`config.mk`:
```
export PLATFORM = sky130hd
export DESIGN_NAME = lxu_ctrl
export DESIGN_NICKNAME = d
export VERILOG_FILES = /design/src/rtl/core/lxu_pkg.sv /design/src/rtl/core/lxu_ctrl.sv
export SDC_FILE = /design/constraint.sdc
export NUM_CORES = 1
export LEC_CHECK = 0
export BUFFER_PORTS_ARGS = -buffer_cell sky130_fd_sc_hd__buf_2
export CAP_MARGIN = 20
export CORE_AREA = 2 2 39 41
export CTS_CLUSTER_DIAMETER = 30
export CTS_CLUSTER_SIZE = 20
export DETAILED_ROUTE_END_ITERATION = 10
export DIE_AREA = 0 0 41 43
export GPL_ROUTABILITY_DRIVEN = 0
export SLEW_MARGIN = 5
export SYNTH_ARGS = -nofsm -noshare
export SYNTH_HDL_FRONTEND = slang
export SYNTH_SLANG_ARGS = --single-unit
```
`constraint.sdc`:
```
create_clock -name clock -period 1.81 [get_ports clock]
set_clock_uncertainty 0.2 [all_clocks]
set_input_delay 0.2715 -clock clock [delete_from_list [all_inputs] [get_ports clock]]
set_output_delay 0.2715 -clock clock [all_outputs]
set_load 0.005 [all_outputs]
```
`src/rtl/core/lxu_pkg.sv`:
```
// ----------------------------------------------------------------------------
// lxu_pkg: shared types and constants of the linear extension unrank unit
// Command and status groups between controller and datapath, state and
// status encodings, item kinds and register indexes.
// ----------------------------------------------------------------------------
package lxu_pkg;

   localparam int unsigned COUNT_W = 48;
   localparam int unsigned LABEL_W = 16;

   localparam logic [1:0] KIND_SLOT  = 2'd0;
   localparam logic [1:0] KIND_COUNT = 2'd1;
   localparam logic [1:0] KIND_QUERY = 2'd2;

   localparam logic [1:0] CSR_EXT_COUNT = 2'd0;
   localparam logic [1:0] CSR_EXT_WIDTH = 2'd1;
   localparam logic [1:0] CSR_NBR_SLOTS = 2'd2;

   localparam logic [4:0] EXT_WIDTH_RESET = 5'd16;
   localparam logic [3:0] NBR_SLOTS_RESET = 4'd8;

   typedef enum logic [2:0] {
      ST_IDLE,
      ST_CHECK,
      ST_RANGE,
      ST_SCAN,
      ST_MATCH,
      ST_DEAD
   } state_type;

   typedef enum logic [1:0] {
      STATUS_OK    = 2'd0,
      STATUS_RANGE = 2'd1,
      STATUS_DEAD  = 2'd2
   } status_type;

   typedef struct packed {
      logic       wr_slot;
      logic       wr_count;
      logic       query_start;
      logic       level_init;
      logic       scan;
      logic       advance;
      logic       pos_dec;
      logic       out_load;
      status_type out_status;
      logic       out_last;
   } cmd_type;

   typedef struct packed {
      logic oor;
      logic hit;
      logic miss;
      logic lab_zero;
      logic pos_zero;
      logic out_free;
   } dp_status_type;

endpackage

```
`src/rtl/core/lxu_ctrl.sv`:
```
// ----------------------------------------------------------------------------
// lxu_ctrl: query sequencer
// Takes request items, starts loads and queries, steps the walk level by
// level and hands each result to the output register.
// ----------------------------------------------------------------------------
module lxu_ctrl (
   input  logic                   clock,
   input  logic                   reset,
   input  logic                   req_valid,
   input  logic [1:0]             req_kind,
   output logic                   req_ready,
   input  lxu_pkg::dp_status_type status,
   output lxu_pkg::cmd_type       cmd
);

   lxu_pkg::state_type state_ff, state_in;
   logic               accept;

   assign accept = req_valid & req_ready;

   always_ff @(posedge clock) begin
      if (reset) begin
         state_ff <= lxu_pkg::ST_IDLE;
      end else begin
         state_ff <= state_in;
      end
   end

   always_comb begin
      state_in = state_ff;
      case (state_ff)
         lxu_pkg::ST_IDLE: begin
            if (accept && req_kind == lxu_pkg::KIND_QUERY) begin
               state_in = lxu_pkg::ST_CHECK;
            end
         end
         lxu_pkg::ST_CHECK: begin
            state_in = status.oor ? lxu_pkg::ST_RANGE : lxu_pkg::ST_SCAN;
         end
         lxu_pkg::ST_RANGE: begin
            if (status.out_free && status.pos_zero) begin
               state_in = lxu_pkg::ST_IDLE;
            end
         end
         lxu_pkg::ST_SCAN: begin
            if (status.hit) begin
               state_in = lxu_pkg::ST_MATCH;
            end else if (status.miss) begin
               state_in = lxu_pkg::ST_DEAD;
            end
         end
         lxu_pkg::ST_MATCH: begin
            if (status.lab_zero) begin
               state_in = lxu_pkg::ST_DEAD;
            end else if (status.out_free) begin
               state_in = status.pos_zero ? lxu_pkg::ST_IDLE : lxu_pkg::ST_SCAN;
            end
         end
         lxu_pkg::ST_DEAD: begin
            if (status.out_free) begin
               state_in = lxu_pkg::ST_IDLE;
            end
         end
         default: state_in = lxu_pkg::ST_IDLE;
      endcase
   end

   always_comb begin
      req_ready      = 1'b0;
      cmd            = '0;
      cmd.out_status = lxu_pkg::STATUS_OK;
      case (state_ff)
         lxu_pkg::ST_IDLE: begin
            req_ready = 1'b1;
            if (accept) begin
               case (req_kind)
                  lxu_pkg::KIND_SLOT:  cmd.wr_slot     = 1'b1;
                  lxu_pkg::KIND_COUNT: cmd.wr_count    = 1'b1;
                  lxu_pkg::KIND_QUERY: cmd.query_start = 1'b1;
                  default: ;
               endcase
            end
         end
         lxu_pkg::ST_CHECK: begin
            cmd.level_init = 1'b1;
         end
         lxu_pkg::ST_RANGE: begin
            if (status.out_free) begin
               cmd.out_load   = 1'b1;
               cmd.out_status = lxu_pkg::STATUS_RANGE;
               cmd.out_last   = status.pos_zero;
               cmd.pos_dec    = ~status.pos_zero;
            end
         end
         lxu_pkg::ST_SCAN: begin
            cmd.scan = 1'b1;
         end
         lxu_pkg::ST_MATCH: begin
            if (!status.lab_zero && status.out_free) begin
               cmd.out_load   = 1'b1;
               cmd.out_status = lxu_pkg::STATUS_OK;
               cmd.out_last   = status.pos_zero;
               cmd.advance    = ~status.pos_zero;
            end
         end
         lxu_pkg::ST_DEAD: begin
            if (status.out_free) begin
               cmd.out_load   = 1'b1;
               cmd.out_status = lxu_pkg::STATUS_DEAD;
               cmd.out_last   = 1'b1;
            end
         end
         default: ;
      endcase
   end

endmodule

```
==> impl_metrics.tcl, run 1 <==
set metrics [dict create \
    wire_per_inst_um 12.0 \
    cp-end-kind "primary output" \
    die_y_um 43 \
    wl_um 1150 \
    antenna_cells 0 \
    dp_hpwl_um 781 \
    placed_area_um2 537 \
    clkPwrFrac_pct 40.5 \
    final_nets 92 \
    cp_max_fo 6 \
    drive_gt1_share_pct 53.8 \
    critPathMaxStageDelay_ns 0.38 \
    crit_required_ns 1.34 \
    ctsRootBufferMaster "clkbuf_4" \
    ys_seq_area_share_pct 14.5 \
    fin_crit_sh_pct 95.7 \
    fmax_mhz 578 \
    worst-path-buf-inv 1 \
    ys_seq_elements 3 \
    antenna_found_initial 0 \
    hold_class "in2reg" \
    worst-setup-path-type "reg2out" \
    cts.clk_slew.worst_paths_ns 0.04 \
    p_int_uw 199 \
    cts-buffers-inserted 3 \
    ys_types 29 \
    final_hold_viol_count 0 \
    clk_latency_ns 0.23 \
    post-route-cell-area_um2 617 \
    seqCellArea_um2 68.8 \
    largest_register_ffs 3 \
    cp_cell_sequence "or2b_1 > nor2_2 > a21oi_1 > nor2b_1 > buf_2" \
    regMostFlops "state_ff" \
    fillers 149 \
    fp-row-count 14 \
    die_x_um 41 \
    fin_crit_ns 1.73 \
    io_buffers 22 \
    crit_family "simple AND/OR/NAND/NOR gates" \
    grt_pass1_vias 408 \
    multi_input_area_um2 342 \
    cts.hold.buffers_added 0 \
    synthTopCellsByArea "dfxtp_1 (15%), nor2_1 (6.4%), o311ai_4 (6.4%)" \
    tightest_slew_ns 0.345 \
    synth_area_um2 413 \
    ir_drop_v 0.000396 \
    crit_arrival_ns 1.26 \
    drtIter0Drc 6 \
    io_pins 23 \
    dr.pass1.iters 4 \
    gr-usage-all-layers_pct 13.6 \
    grt_pass1_wl_um 1680 \
    initial_utilization_pct 29.8 \
    grt_max_degree 14 \
    synth_nets 62 \
    cts.path.max_buffers 2 \
    via_per_inst 5.16 \
    grt_overflow 0 \
    die-area_mm2 0.00176 \
    power_frac_seq_pct 27.3 \
    area_delta_synth_final_pct 49.4 \
    core_area_mm2 0.00138 \
    holdWs_ns 0.106 \
    htree_num_levels 1 \
    status "finished clean" \
    p_sw_uw 92.1 \
    cts_tree "done" \
    setup_viol 0 \
    synthCells 51 \
    p_leak_uw 0.000336 \
    cellPowerDensity_mw_per_mm2 471 \
    maxSlewHeadroom_pct 77.0 \
    clock_sinks 3 \
    vias 495 \
    synth_top_area_cell "dfxtp_1" \
    p_comb_share_pct 32.1 \
    rsz0062_at_grt "yes" \
    syn_area_per_cell_um2 8.10 \
    reg.largest.list "state_ff (3)" \
    yosys_warnings 0 \
    startpoint_type "register" \
    drt.antenna.violating_nets 0 \
    drc 0 \
    p_total_uw 291 \
    synth_top_cell_area_share_pct 14.5 \
    maxSlewViolCount 0 \
    slowest_stage "dfxtp_4" \
    max_cap_viol_count 0 \
    switching_share_pct 31.7 \
]
==> placed cells by master (no fill, tap or decap), drive strengths merged, types with 2 or more instances in the layout <==
master  Yosys  routed
a21oi       4       4
buf         3      27
clkbuf      0       5
dfxtp       3       3
inv         2       2
nand2       2       2
nand2b      4       4
nand3b      2       2
nor2        7       7
nor2b       3       3
nor3        2       2
nor4        2       2
or2b        2       2
==> stage by stage <==
stage	setup WS, ns	utilization (%)	setup TNS (ns)	instances
after floorplan	0.254	-	0	51
after global placement	0.114	38.8	0	88
after detailed placement	0.113	38.8	0	88
after CTS	-0.00474	41.3	-0.00793	92
after global routing	-0.0243	44.6	-0.0443	96
final	0.0785	44.6	0	96
==> final timing paths <==
| check | startpoint | end | slack [ns] | cells after the start |
|---|---|---|---|---|
| setup / recovery | state_ff[2] | cmd[3] | 0.08 | 5 |
| hold / removal | reset | state_ff[2] | 0.11 | 2 |
| setup reg to reg | state_ff[2] | state_ff[1] | 0.22 | 4 |
| hold reg to reg | state_ff[1] | state_ff[1] | 0.36 | 2 |
==> final cells by class <==
type,instances,share of cell area [%]
multi-input cells,43,55.4
repair buffers,28,24.7
flip-flops and latches,3,11.2
clock buffers,4,4.26
well taps,16,3.25
inverters,2,1.22
==> cell families after synthesis <==
logic type,share of synthesized area (%)
multiplexers,2.42
flip-flops,14.5
buffers and inverters,6.97
AO/OA/AOI/OAI,29.1
AND/OR/NAND/NOR,47.0
==> power by group through the flow <==
stage | sequential [µW] | clock (µW) | combinational [µW]
floorplan | 73.9 | 0 | 60.1
global placement | 81.0 | 0 | 86.4
detailed placement | 81.4 | 0 | 87.1
CTS | 79.9 | 123 | 88.1
global route | 80.7 | 130 | 103
finish | 79.5 | 118 | 93.4
==> synth_stat cells, drive strengths merged <==
library cell,count
nor2,7
a21oi,4
nand2b,4
buf,3
dfxtp,3
nor2b,3
inv,2
nand2,2
nand3b,2
nor3,2
nor4,2
or2b,2
a211o,1
a22oi,1
and2,1
and3,1
and3b,1
and4b,1
mux2i,1
nand3,1
nand4b,1
nor4bb,1
o22ai,1
o311ai,1
o31ai,1
o32ai,1
o41ai,1
==> worst reg2reg max path: stages (launching register included) <==
cell and delay, ns:
dfxtp_4 0.38, buf_4 0.13, or2b_1 0.26, o311ai_4 0.33
mux2i_1 0.22
==> metal layers <==
metal	up-vias	track usage [%]	wire length, µm
li1	247	-	-
met1	233	18.2	524
met2	15	19.1	563
met3	0	4.71	65
met4	0	6.00	0
met5	-	0	0
==> timing repair <==
item / in CTS / in global routing
resized for setup: 5 / 4
hold endpoints to repair: 0 / 0
buffers inserted: 0 / 4
endpoints found under the setup margin: 7 / 5
pin swaps: 0 / 2
Note: power is estimated with default switching activity, not from simulation.
==> run 2: changes to the inputs <==
==> constraint.sdc (replaced) <==
create_clock -name clock -period 1.81 [get_ports clock]
set_clock_uncertainty 0.2 [all_clocks]
set_input_delay 0.362 -clock clock [delete_from_list [all_inputs] [get_ports clock]]
set_output_delay 0.362 -clock clock [all_outputs]
set_load 0.005 [all_outputs]
==> run 2 against run 1 <==
Effect of this change:
- highest routed layer unchanged
- worst setup slack got worse by 0.13 ns
- cell area rose by 12%
- the run now ends with setup timing left
- via count rose by 6.7%
- maximum frequency fell by 7.1%
- sequential power fell by 2%
- die area did not move
- first-iteration DRC count rose by 120%
- global-route usage rose by 0.80 points
- wire length rose by 15%
- critical endpoint is now cmd[5]
==> impl_metrics.tcl, run 2 (same netlist as run 1, synthesis figures left out) <==
set metrics [dict create \
    status "finished, violations left" \
    violations "setup timing" \
    r2r_start "state_ff[0]" \
    io_buffers 22 \
    maxSlewHeadroom_pct 77.8 \
    clk_latency_ns 0.23 \
    htree_num_levels 1 \
    cts.clk_slew.worst_paths_ns 0.04 \
    crit_required_ns 1.25 \
    worst-setup-path-type "reg2out" \
    die_x_um 41 \
    antenna_cells 0 \
    cts-buffers-inserted 3 \
    fp-row-count 14 \
    seqCellArea_um2 68.8 \
    critPathMaxStageDelay_ns 0.38 \
    ir_drop_v 0.000310 \
    reg.largest.list "state_ff (3)" \
    drtIter0Drc 13 \
    gr-usage-all-layers_pct 14.4 \
    largest_register_ffs 3 \
    grt_pass1_vias 465 \
    min_from "reset" \
    tightest_slew_ns 0.333 \
    cp-startpoint "state_ff[2]" \
    fin_ws_ns -0.0541 \
    drt.antenna.violating_nets 0 \
    maxSlewViolCount 0 \
    holdWs_ns 0.206 \
    crit_arrival_ns 1.30 \
    layout_common_cells "buf_2 (22), buf_4 (13), nor2_1 (6), nand2b_1 (4), a21oi_1 (4)" \
    p_total_uw 303 \
    fillers 147 \
    max_cap_viol_count 0 \
    antenna_found_initial 0 \
    area_delta_synth_final_pct 66.7 \
    fin_setup_tns_ns -0.0620 \
    cellPowerDensity_mw_per_mm2 440 \
    regMostFlops "state_ff" \
    cts_tree "done" \
    p_leak_uw 0.000387 \
    cts.path.max_buffers 2 \
    cp-end-kind "primary output" \
    clock_sinks 3 \
    initial_utilization_pct 29.8 \
    io_pins 23 \
    via_per_inst 5.08 \
    drc 0 \
    cts.hold.buffers_added 0 \
    fmax_mhz 536 \
    setup_viol 2 \
    cp_cell_sequence "or2b_1 > nor4_1 > buf_2" \
    dp_slack_ns 0.0458 \
    final_hold_viol_count 0 \
    grt_max_degree 14 \
    final_common_cell "buf_2" \
    final_util_pct 49.7 \
    fin_crit_ns 1.86 \
    hold_class "in2reg" \
    startpoint_type "register" \
    die_y_um 43 \
    core_area_mm2 0.00138 \
    vias 528 \
    rsz0062_at_grt "yes" \
    wl_um 1320 \
    final_nets 100 \
    die-area_mm2 0.00176 \
    dp_hpwl_um 831 \
    drive_gt1_share_pct 58.0 \
    ctsRootBufferMaster "clkbuf_4" \
    grt_pass1_wl_um 1790 \
    r2r_slack_ns 0.22 \
    wire_per_inst_um 12.7 \
    multi_input_area_um2 353 \
    dr.pass1.iters 4 \
    slowest_stage "dfxtp_4" \
    fin_crit_sh_pct 103 \
    grt_overflow 0 \
    cp_max_fo 7 \
]
-- run 2: metal layers --
layer | global-route usage, % | share of wire, % | vias to the layer above
met5 | 0 | 0 | -
met4 | 4.00 | 0 | 0
met3 | 3.14 | 4.7 | 0
met2 | 26.3 | 56 | 22
met1 | 15.3 | 39 | 245
li1 | - | - | 261
-- run 2: path summary, 6_finish.rpt --
check | end | depth (start not counted)
max | cmd[5] | 3
min | state_ff[2] | 2
max reg2reg | state_ff[2] | 8
min reg2reg | state_ff[0] | 2
-- run 2: power breakdown --
part	switching [µW]	leakage, µW	internal [µW]
combinational	51.9	0.000345	57.9
sequential	9.92	0.0000263	67.9
clock	33.0	0.0000150	82.5
-- run 2: stage by stage --
stage	std cells	area, µm²
after global routing	104	688
final	104	688
after CTS	101	646
after detailed placement	90	552
after global placement	90	552
after floorplan	51	413
-- run 2: timing repair --
action | CTS | global route
pin swaps | 4 | 2
buffers inserted | 7 | 3
resized for setup | 6 | 4
endpoints found under the setup margin | 9 | 7
-- run 2: worst max-delay path, delay by kind of cell, from the launching register on --
kind	cells	cell delay, ns
AND/OR/NAND/NOR	2	0.53
flip-flops	1	0.38
buffers and inverters	1	0.16
-- run 2: area by class of cell --
cell class              count  share of cell area (%)
flip-flops and latches      3                    10.0
clock buffers               4                    3.82
inverters                   2                    1.09
repair buffers             36                    30.9
multi-input cells          43                    51.3
well taps                  16                    2.91
