[config.mk]
export PLATFORM = sky130hd
export DESIGN_NAME = lxu_csr
export DESIGN_NICKNAME = d
export VERILOG_FILES = /design/src/rtl/core/lxu_pkg.sv /design/src/rtl/core/lxu_csr.sv
export SDC_FILE = /design/constraint.sdc
export NUM_CORES = 1
export LEC_CHECK = 0
export ABC_CLOCK_PERIOD_IN_PS = 970
export BUFFER_PORTS_ARGS = -buffer_cell sky130_fd_sc_hd__buf_2
export CAP_MARGIN = 20
export CELL_PAD_IN_SITES_DETAIL_PLACEMENT = 1
export CELL_PAD_IN_SITES_GLOBAL_PLACEMENT = 1
export CORE_ASPECT_RATIO = 1.75
export CORE_MARGIN = 2
export CORE_UTILIZATION = 27
export DETAILED_ROUTE_END_ITERATION = 16
export PLACE_DENSITY_LB_ADDON = 0.1
export REMOVE_ABC_BUFFERS = 1
export SLEW_MARGIN = 25
export SYNTH_ARGS = -nofsm -noshare
export SYNTH_HDL_FRONTEND = slang
export SYNTH_SLANG_ARGS = --single-unit
[constraint.sdc]
create_clock -name clock -period 0.97 [get_ports clock]
set_input_delay 0.0485 -clock clock [delete_from_list [all_inputs] [get_ports clock]]
set_output_delay 0.0485 -clock clock [all_outputs]
set_load 0.05 [all_outputs]
[src/rtl/core/lxu_pkg.sv]
// ----------------------------------------------------------------------------
// lxu_pkg: shared types and constants of the linear extension unrank unit
// Command and status groups between controller and datapath, state and
// status encodings, item kinds and register indexes.
// ----------------------------------------------------------------------------
package lxu_pkg;

   localparam int unsigned COUNT_W = 48;
   localparam int unsigned LABEL_W = 16;

   localparam logic [1:0] KIND_SLOT  = 2'd0;
   localparam logic [1:0] KIND_COUNT = 2'd1;
   localparam logic [1:0] KIND_QUERY = 2'd2;

   localparam logic [1:0] CSR_EXT_COUNT = 2'd0;
   localparam logic [1:0] CSR_EXT_WIDTH = 2'd1;
   localparam logic [1:0] CSR_NBR_SLOTS = 2'd2;

   localparam logic [4:0] EXT_WIDTH_RESET = 5'd16;
   localparam logic [3:0] NBR_SLOTS_RESET = 4'd8;

   typedef enum logic [2:0] {
      ST_IDLE,
      ST_CHECK,
      ST_RANGE,
      ST_SCAN,
      ST_MATCH,
      ST_DEAD
   } state_type;

   typedef enum logic [1:0] {
      STATUS_OK    = 2'd0,
      STATUS_RANGE = 2'd1,
      STATUS_DEAD  = 2'd2
   } status_type;

   typedef struct packed {
      logic       wr_slot;
      logic       wr_count;
      logic       query_start;
      logic       level_init;
      logic       scan;
      logic       advance;
      logic       pos_dec;
      logic       out_load;
      status_type out_status;
      logic       out_last;
   } cmd_type;

   typedef struct packed {
      logic oor;
      logic hit;
      logic miss;
      logic lab_zero;
      logic pos_zero;
      logic out_free;
   } dp_status_type;

endpackage

[src/rtl/core/lxu_csr.sv]
// ----------------------------------------------------------------------------
// lxu_csr: configuration registers
// APB-style write/read of extension count, extension width and neighbor
// slot count; width and slot count leave here clamped to their legal range.
// ----------------------------------------------------------------------------
module lxu_csr #(
   parameter int MAX_SLOTS = 8,
   parameter int MAX_WIDTH = 16
) (
   input  logic                               clock,
   input  logic                               reset,
   input  logic                               psel,
   input  logic                               penable,
   input  logic                               pwrite,
   input  logic [4:0]                         paddr,
   input  logic [63:0]                        pwdata,
   output logic [63:0]                        prdata,
   output logic                               pready,
   output logic [47:0]                        ext_count,
   output logic [$clog2(MAX_WIDTH + 1)-1:0]   width_sat,
   output logic [$clog2(MAX_SLOTS + 1)-1:0]   nslots_sat
);

   localparam int PW  = $clog2(MAX_WIDTH + 1);
   localparam int SCW = $clog2(MAX_SLOTS + 1);

   logic [47:0] ext_count_ff, ext_count_in;
   logic [4:0]  ext_width_ff, ext_width_in;
   logic [3:0]  nbr_slots_ff, nbr_slots_in;
   logic        wr_en;
   logic [1:0]  reg_idx;

   assign pready  = 1'b1;
   assign wr_en   = psel & penable & pwrite;
   assign reg_idx = paddr[4:3];

   always_comb begin
      ext_count_in = ext_count_ff;
      ext_width_in = ext_width_ff;
      nbr_slots_in = nbr_slots_ff;
      if (wr_en) begin
         case (reg_idx)
            lxu_pkg::CSR_EXT_COUNT: ext_count_in = pwdata[47:0];
            lxu_pkg::CSR_EXT_WIDTH: ext_width_in = pwdata[4:0];
            lxu_pkg::CSR_NBR_SLOTS: nbr_slots_in = pwdata[3:0];
            default: ;
         endcase
      end
   end

   always_ff @(posedge clock) begin
      if (reset) begin
         ext_count_ff <= '0;
         ext_width_ff <= lxu_pkg::EXT_WIDTH_RESET;
         nbr_slots_ff <= lxu_pkg::NBR_SLOTS_RESET;
      end else begin
         ext_count_ff <= ext_count_in;
         ext_width_ff <= ext_width_in;
         nbr_slots_ff <= nbr_slots_in;
      end
   end

   always_comb begin
      case (reg_idx)
         lxu_pkg::CSR_EXT_COUNT: prdata = {16'd0, ext_count_ff};
         lxu_pkg::CSR_EXT_WIDTH: prdata = {59'd0, ext_width_ff};
         lxu_pkg::CSR_NBR_SLOTS: prdata = {60'd0, nbr_slots_ff};
         default:                prdata = '0;
      endcase
   end

   always_comb begin
      if (ext_width_ff == '0) begin
         width_sat = PW'(1);
      end else if (32'(ext_width_ff) > 32'(MAX_WIDTH)) begin
         width_sat = PW'(MAX_WIDTH);
      end else begin
         width_sat = PW'(ext_width_ff);
      end
   end

   always_comb begin
      if (nbr_slots_ff == '0) begin
         nslots_sat = SCW'(1);
      end else if (32'(nbr_slots_ff) > 32'(MAX_SLOTS)) begin
         nslots_sat = SCW'(MAX_SLOTS);
      end else begin
         nslots_sat = SCW'(nbr_slots_ff);
      end
   end

   assign ext_count = ext_count_ff;

endmodule

==> impl_metrics.toml, run 1 <==
[clocking]
clkTransAtPathRegs_ns = 0.05
clkLatencyLatePin_ns = 0.31
clk_path_buf_depth = 2
cts_tree = "yes"
numCtsBuffers = 9
htreeDepth = 3
cts_root_buf = "clkbuf_16"
cts.sinks = 57

[grt]
gr-total-overflow = 0
grt_pass1_wl_um = 17300
grt_use_total = 0.179
grt_max_degree = 82
antenna_found_initial = 0
grt_pass1_vias = 3332

[pwr]
ir_drop_mv = 0.790
clkPwrFrac = 0.452
seq_power_share = 0.381
power.leakage_nw = 2.66
powerDensity_mw_per_mm2 = 1060
intPower_w = 0.00469
power_switching_w = 0.00161
swShare = 0.256
power_frac_comb = 0.167

[sta]
hold_violations = 0
max_freq_ghz = 0.819
finClkSkew_ns = 0
setup_viol_count_final = 56
slew_viol_final = 0
layout_worst_path_cycle_share = 1.26
rsz0062_at_grt = "true"
finalCriticalPeriod_ns = 1.22
hold_slack_ns = 0.0148
fin_ws_ns = -0.251

[place]
place_area_mm2 = 0.00418
pre_cts_ws_ns = -0.150
io_buffers = 159
gp_congestion = 0.789
hpwl_um = 7300

[yosys]
synth_seq_area_share = 0.365
netlist_area_mm2 = 0.00313
synth_seq_cells = 57
ys_warn_count = 0
synthTopCellsByArea = "dfxtp_1 (36%), nand2b_1 (21%), mux2i_1 (20%)"
avgSynthCellArea_um2 = 9.20
yosysTopAreaCell = "dfxtp_1"
syn_inst = 340
yosysTopAreaCellShare = 0.365
ys_types = 19

[drt]
via_per_inst = 4.33
first_iter_violations = 50
drt-pass1-iter-count = 4
ant_nets = 0
drc_errors = 0
wl_um = 11200
routedWlPerCell_um = 15.8
vias = 3093

[setup_path]
critPathSlowestCell = "dfxtp_2"
critPathBufInv = 1
crit_required_ns = 0.92
worst-path-max-fanout = 4
cpLargestDelayFamily = "flip-flops"
regToRegEndpoint = "ext_count[36]$_SDFFE_PP0P_"
crit_start = "ext_width_ff[3]$_SDFFE_PP0P_"
cp.depth = 4
rr_worst_depth = 4
r2r_start = "ext_count[36]$_SDFFE_PP0P_"
path_cells = "nor3_2, nor2_1, nor2_1, buf_6"
slowest_delay_ns = 0.34
end_kind = "primary output"
arrival_ns = 1.17
endpoint = "width_sat[0]"
r2r_setup_slack_ns = 0.13
startpoint_type = "flop"
crit_path_frequent_cell = "nor2_1"
crit_type = "reg -> out"

[final_layout]
utilization = 0.522
nets = 650
drive_gt1_frac = 0.573
fin_area_mm2 = 0.00597
areaGrowthSynthToFinish_pct = 91.0
final_common_cell = "nand2b_1"
antenna_cells = 0
final_cell_mix = "nand2b_1 (103), buf_4 (80), mux2i_1 (62)"

[floorplanning]
die_w_um = 85.4
pin_count = 196
start_util = 0.273
die_area_mm2 = 0.0125
dieHeight_um = 146
rows = 52
coreArea_mm2 = 0.0115

[outcome]
status = "finished with violations"
violations = "negative setup slack"

[flow_run]
maxCapViolCount = 0

[hold_path]
hold_path.class = "in -> reg"
flip-flops by register name, summed over array words and instances, names as in the netlist:
| register | flops |
|---|---|
| nbr_slots_ff | 4 |
| ext_width_ff | 5 |
| ext_count | 48 |
cell usage after synthesis:
cell type and count:
nand2b_1 103, mux2i_1 62, dfxtp_1 57, and2_1 43
buf_4 18, clkbuf_1 16, nor2_1 11, buf_6 6
nor2b_1 5, nand2_1 4, o21ai_0 4, buf_2 2
conb_1 2, nor3_1 2, nand3_2 1, nand4_1 1
nor2b_4 1, nor3b_4 1, or3_1 1
cells by family (layout without fill, tap and decap cells):
kind of cell	count (synthesis)	after routing	synth area share
buf+inv	42	266	0.0872
simple gates	173	173	0.341
mux	62	62	0.198
flops	57	57	0.365
other cells	2	17	0.00240
compound gates	4	4	0.00640
tightest hold or removal path, delay by kind of cell:
family	cells	cell delay, ns
buffers and inverters	1	0.11
multiplexers	1	0.07
AND/OR/NAND/NOR	1	0.06
area by class of cell:
type | count | area (um^2)
well taps | 135 | 169
multi-input cells | 256 | 1930
repair buffers | 252 | 2390
clock buffers | 14 | 264
flip-flops and latches | 57 | 1220
fillers | 1273 | 5480
timing repair:
action	in CTS	in global routing
endpoints found under the hold margin	42	0
hold buffers	42	0
pin swaps	6	4
gates resized for setup	331	9
endpoints found under the setup margin	105	60
setup buffers	12	12
power groups by stage:
stage | Sequential (W) | Combinational [W] | Clock [W]
after floorplan | 0.00254 | 0.000407 | 0
after global placement | 0.00245 | 0.000812 | 0
after detailed placement | 0.00245 | 0.000822 | 0
after CTS | 0.00241 | 0.00104 | 0.00296
after global routing | 0.00240 | 0.00112 | 0.00306
final | 0.00240 | 0.00105 | 0.00285
per-layer routing:
layer,GRT usage,vias to the layer above,part of all wire
li1,-,1515,-
met1,0.179,1461,0.33
met2,0.350,102,0.60
met3,0.0356,15,0.043
met4,0.0675,0,0.023
met5,0,-,0
worst min-delay path by stage:
stage | start | end | slack, ns | cells past startpoint
floorplan | pwdata[10] | ext_count[10]$_SDFFE_PP0P_ | 0.20 | 2
global placement | pwdata[40] | ext_count[40]$_SDFFE_PP0P_ | 0.31 | 3
detailed placement | pwdata[32] | ext_count[32]$_SDFFE_PP0P_ | 0.32 | 3
CTS | pwdata[16] | ext_count[16]$_SDFFE_PP0P_ | 0.002 | 3
global route | pwdata[16] | ext_count[16]$_SDFFE_PP0P_ | 0.02 | 3
finish | pwdata[16] | ext_count[16]$_SDFFE_PP0P_ | 0.01 | 3
per-stage QoR:
step | std cells | total power [W] | setup TNS [ns]
after global placement | 634 | 0.00326 | -6.85
final | 714 | 0.00631 | -2.69
after CTS | 702 | 0.00640 | -3.87
after global routing | 714 | 0.00658 | -4.93
after floorplan | 313 | 0.00294 | -206.54
after detailed placement | 634 | 0.00327 | -7.83
(Power assumes the default switching activity.)
==> run 2, diff against run 1 <==
- ABC_CLOCK_PERIOD_IN_PS: 970 -> 1200
- CORE_UTILIZATION: 27 -> 30
- RECOVER_POWER: not set -> 25
- clock period: 0.97 -> 1.2 ns (I/O delays scaled with it)
==> run 2 against run 1 <==
The flow still finishes with violations (negative setup slack). Final cell count decreased by 7.3%. Clock-buffer cell count decreased by 1. Hold slack got worse by 0.0074 ns. Flip-flop and latch count unchanged. Sequential power decreased by 20%. Die area decreased by 9.6%. Sequential share of layout area increased by 4.2 points. Non-clock buffer count decreased by 45. Global-route usage decreased by 1.8 points. Wire length decreased by 20%. Register-to-register slack improved by 0.40 ns. Core utilization decreased by 5.7 points. Critical path type unchanged. Largest cell class is now multi-input gates.
==> impl_metrics.toml, run 2 (synthesized netlist as in run 1, its figures left out) <==
[outcome]
status = "finished with violations"
violations = "negative setup slack"

[sta]
max_freq_ghz = 0.826
setup_viol_count_final = 1
finClkSkew_ns = 0
relSlewSlack = 0.628
hold_violations = 0
finalCriticalPeriod_ns = 1.21
fin_ws_ns = -0.0110
slew_viol_final = 0
worst_slew_pin_slew_ns = 0.556
rsz0062_at_grt = "true"
layout_worst_path_cycle_share = 1.01

[pwr]
ir_drop_mv = 0.702
power_frac_comb = 0.136
swShare = 0.241
seq_power_share = 0.365
power.leakage_nw = 2.24
clkPwrFrac = 0.500
power_switching_w = 0.00128
powerDensity_mw_per_mm2 = 1110
intPower_w = 0.00403

[floorplanning]
start_util = 0.306
pin_count = 196
die_w_um = 81.2
dieHeight_um = 139
rows = 49
die_area_mm2 = 0.0113
coreArea_mm2 = 0.0102

[setup_path]
cpLargestDelayFamily = "flip-flops"
end_kind = "primary output"
crit_type = "reg -> out"
critPathBufInv = 1
crit_path_frequent_cell = "nor2_1"
slowest_delay_ns = 0.33
arrival_ns = 1.15
path_cells = "nor3_2, nor2_1, nor2_1, buf_6"
critPathSlowestCell = "dfxtp_2"
worst-path-max-fanout = 4
crit_required_ns = 1.14
startpoint_type = "flop"

[final_layout]
nets = 605
utilization = 0.465
final_common_cell = "buf_2"
antenna_cells = 0
largest_reg_flops = 48
areaGrowthSynthToFinish_pct = 52.2
drive_gt1_frac = 0.374
final_cell_mix = "buf_2 (137), nand2b_1 (103), mux2i_1 (62)"
stdcell_count = 662

[grt]
antenna_found_initial = 0
grt_use_total = 0.160
grt_pass1_wl_um = 14000
grt_pass1_vias = 2875
grt_max_degree = 56
gr-total-overflow = 0

[place]
gp_congestion = 0.692
dp.cells = 610
hpwl_um = 6650
io_buffers = 159

[hold_path]
hold_path.class = "in -> reg"

[drt]
drc_errors = 0
ant_nets = 0
wl_um = 9020
vias = 2893
first_iter_violations = 57
via_per_inst = 4.37
routedWlPerCell_um = 13.6
drt-pass1-iter-count = 4

[clocking]
clkLatencyLatePin_ns = 0.32
numCtsBuffers = 9
cts_tree = "yes"
htreeDepth = 3
clk_path_buf_depth = 2
cts_root_buf = "clkbuf_16"
cts.sinks = 57
clkTransAtPathRegs_ns = 0.05

[flow_run]
maxCapViolCount = 0
==> run 2: path summary, 6_finish.rpt <==
| check | startpoint | endpoint | slack (ns) | cells after the start |
|---|---|---|---|---|
| min | pwdata[33] | ext_count[33]$_SDFFE_PP0P_ | 0.007 | 3 |
| max | ext_width_ff[1]$_SDFFE_PP0P_ | width_sat[0] | -0.01 | 4 |
| min reg2reg | ext_count[37]$_SDFFE_PP0P_ | ext_count[37]$_SDFFE_PP0P_ | 0.48 | 2 |
| max reg2reg | ext_width_ff[4]$_SDFFE_PP1P_ | ext_width_ff[4]$_SDFFE_PP1P_ | 0.53 | 2 |
==> run 2: power by group through the flow <==
stage / clock, W / combinational, W / sequential, W
after floorplan: 0 / 0.000329 / 0.00205
after global placement: 0 / 0.000618 / 0.00198
after detailed placement: 0 / 0.000628 / 0.00198
after CTS: 0.00274 / 0.000730 / 0.00194
after global routing: 0.00284 / 0.000775 / 0.00194
final: 0.00265 / 0.000720 / 0.00193
==> run 2: cell type report <==
cell class                 count  area (um^2)
clock inverter                 2         35.0
timing repair buffer         207         1350
fill                        1229         5480
sequential                    57         1170
multi-input combinational    256         1770
clock buffer                  13          280
tap                          127          159
==> run 2: metrics by stage <==
step	area, um^2	hold slack (ns)	setup TNS, ns	setup WS (ns)	power [W]
after CTS	4700	0.00139	-0.0474	-0.0474	0.00541
after global routing	4760	0.00880	-0.719	-0.102	0.00555
final	4760	0.00745	-0.0110	-0.0110	0.00530
after detailed placement	3980	0.329	-3.19	-0.0977	0.00261
after floorplan	2910	0.215	-185.40	-3.79	0.00238
after global placement	3980	0.322	-1.88	-0.0528	0.00260
==> run 2: repair_timing <==
action                                  4_1_cts  5_1_grt
hold endpoints to repair                     37        0
endpoints found under the setup margin        9       20
buffers inserted                              0        0
gates resized for setup                      21       32
hold buffers                                 37        0
pin swaps                                     1        5
==> run 2: tightest hold or removal path: stages <==
cell,delay [ns]
buf_2,0.10
nand2b_1,0.05
mux2i_1,0.06
==> run 2: metal layers <==
metal  track usage  vias to the layer above  part of all wire  routed length, um
met3        0.0462                       10             0.061                554
met4        0.0526                        0             0.013                116
met1         0.155                     1352              0.35               3190
li1              -                     1430                 -                  -
met5             0                        -                 0                  0
met2         0.310                      101              0.57               5160
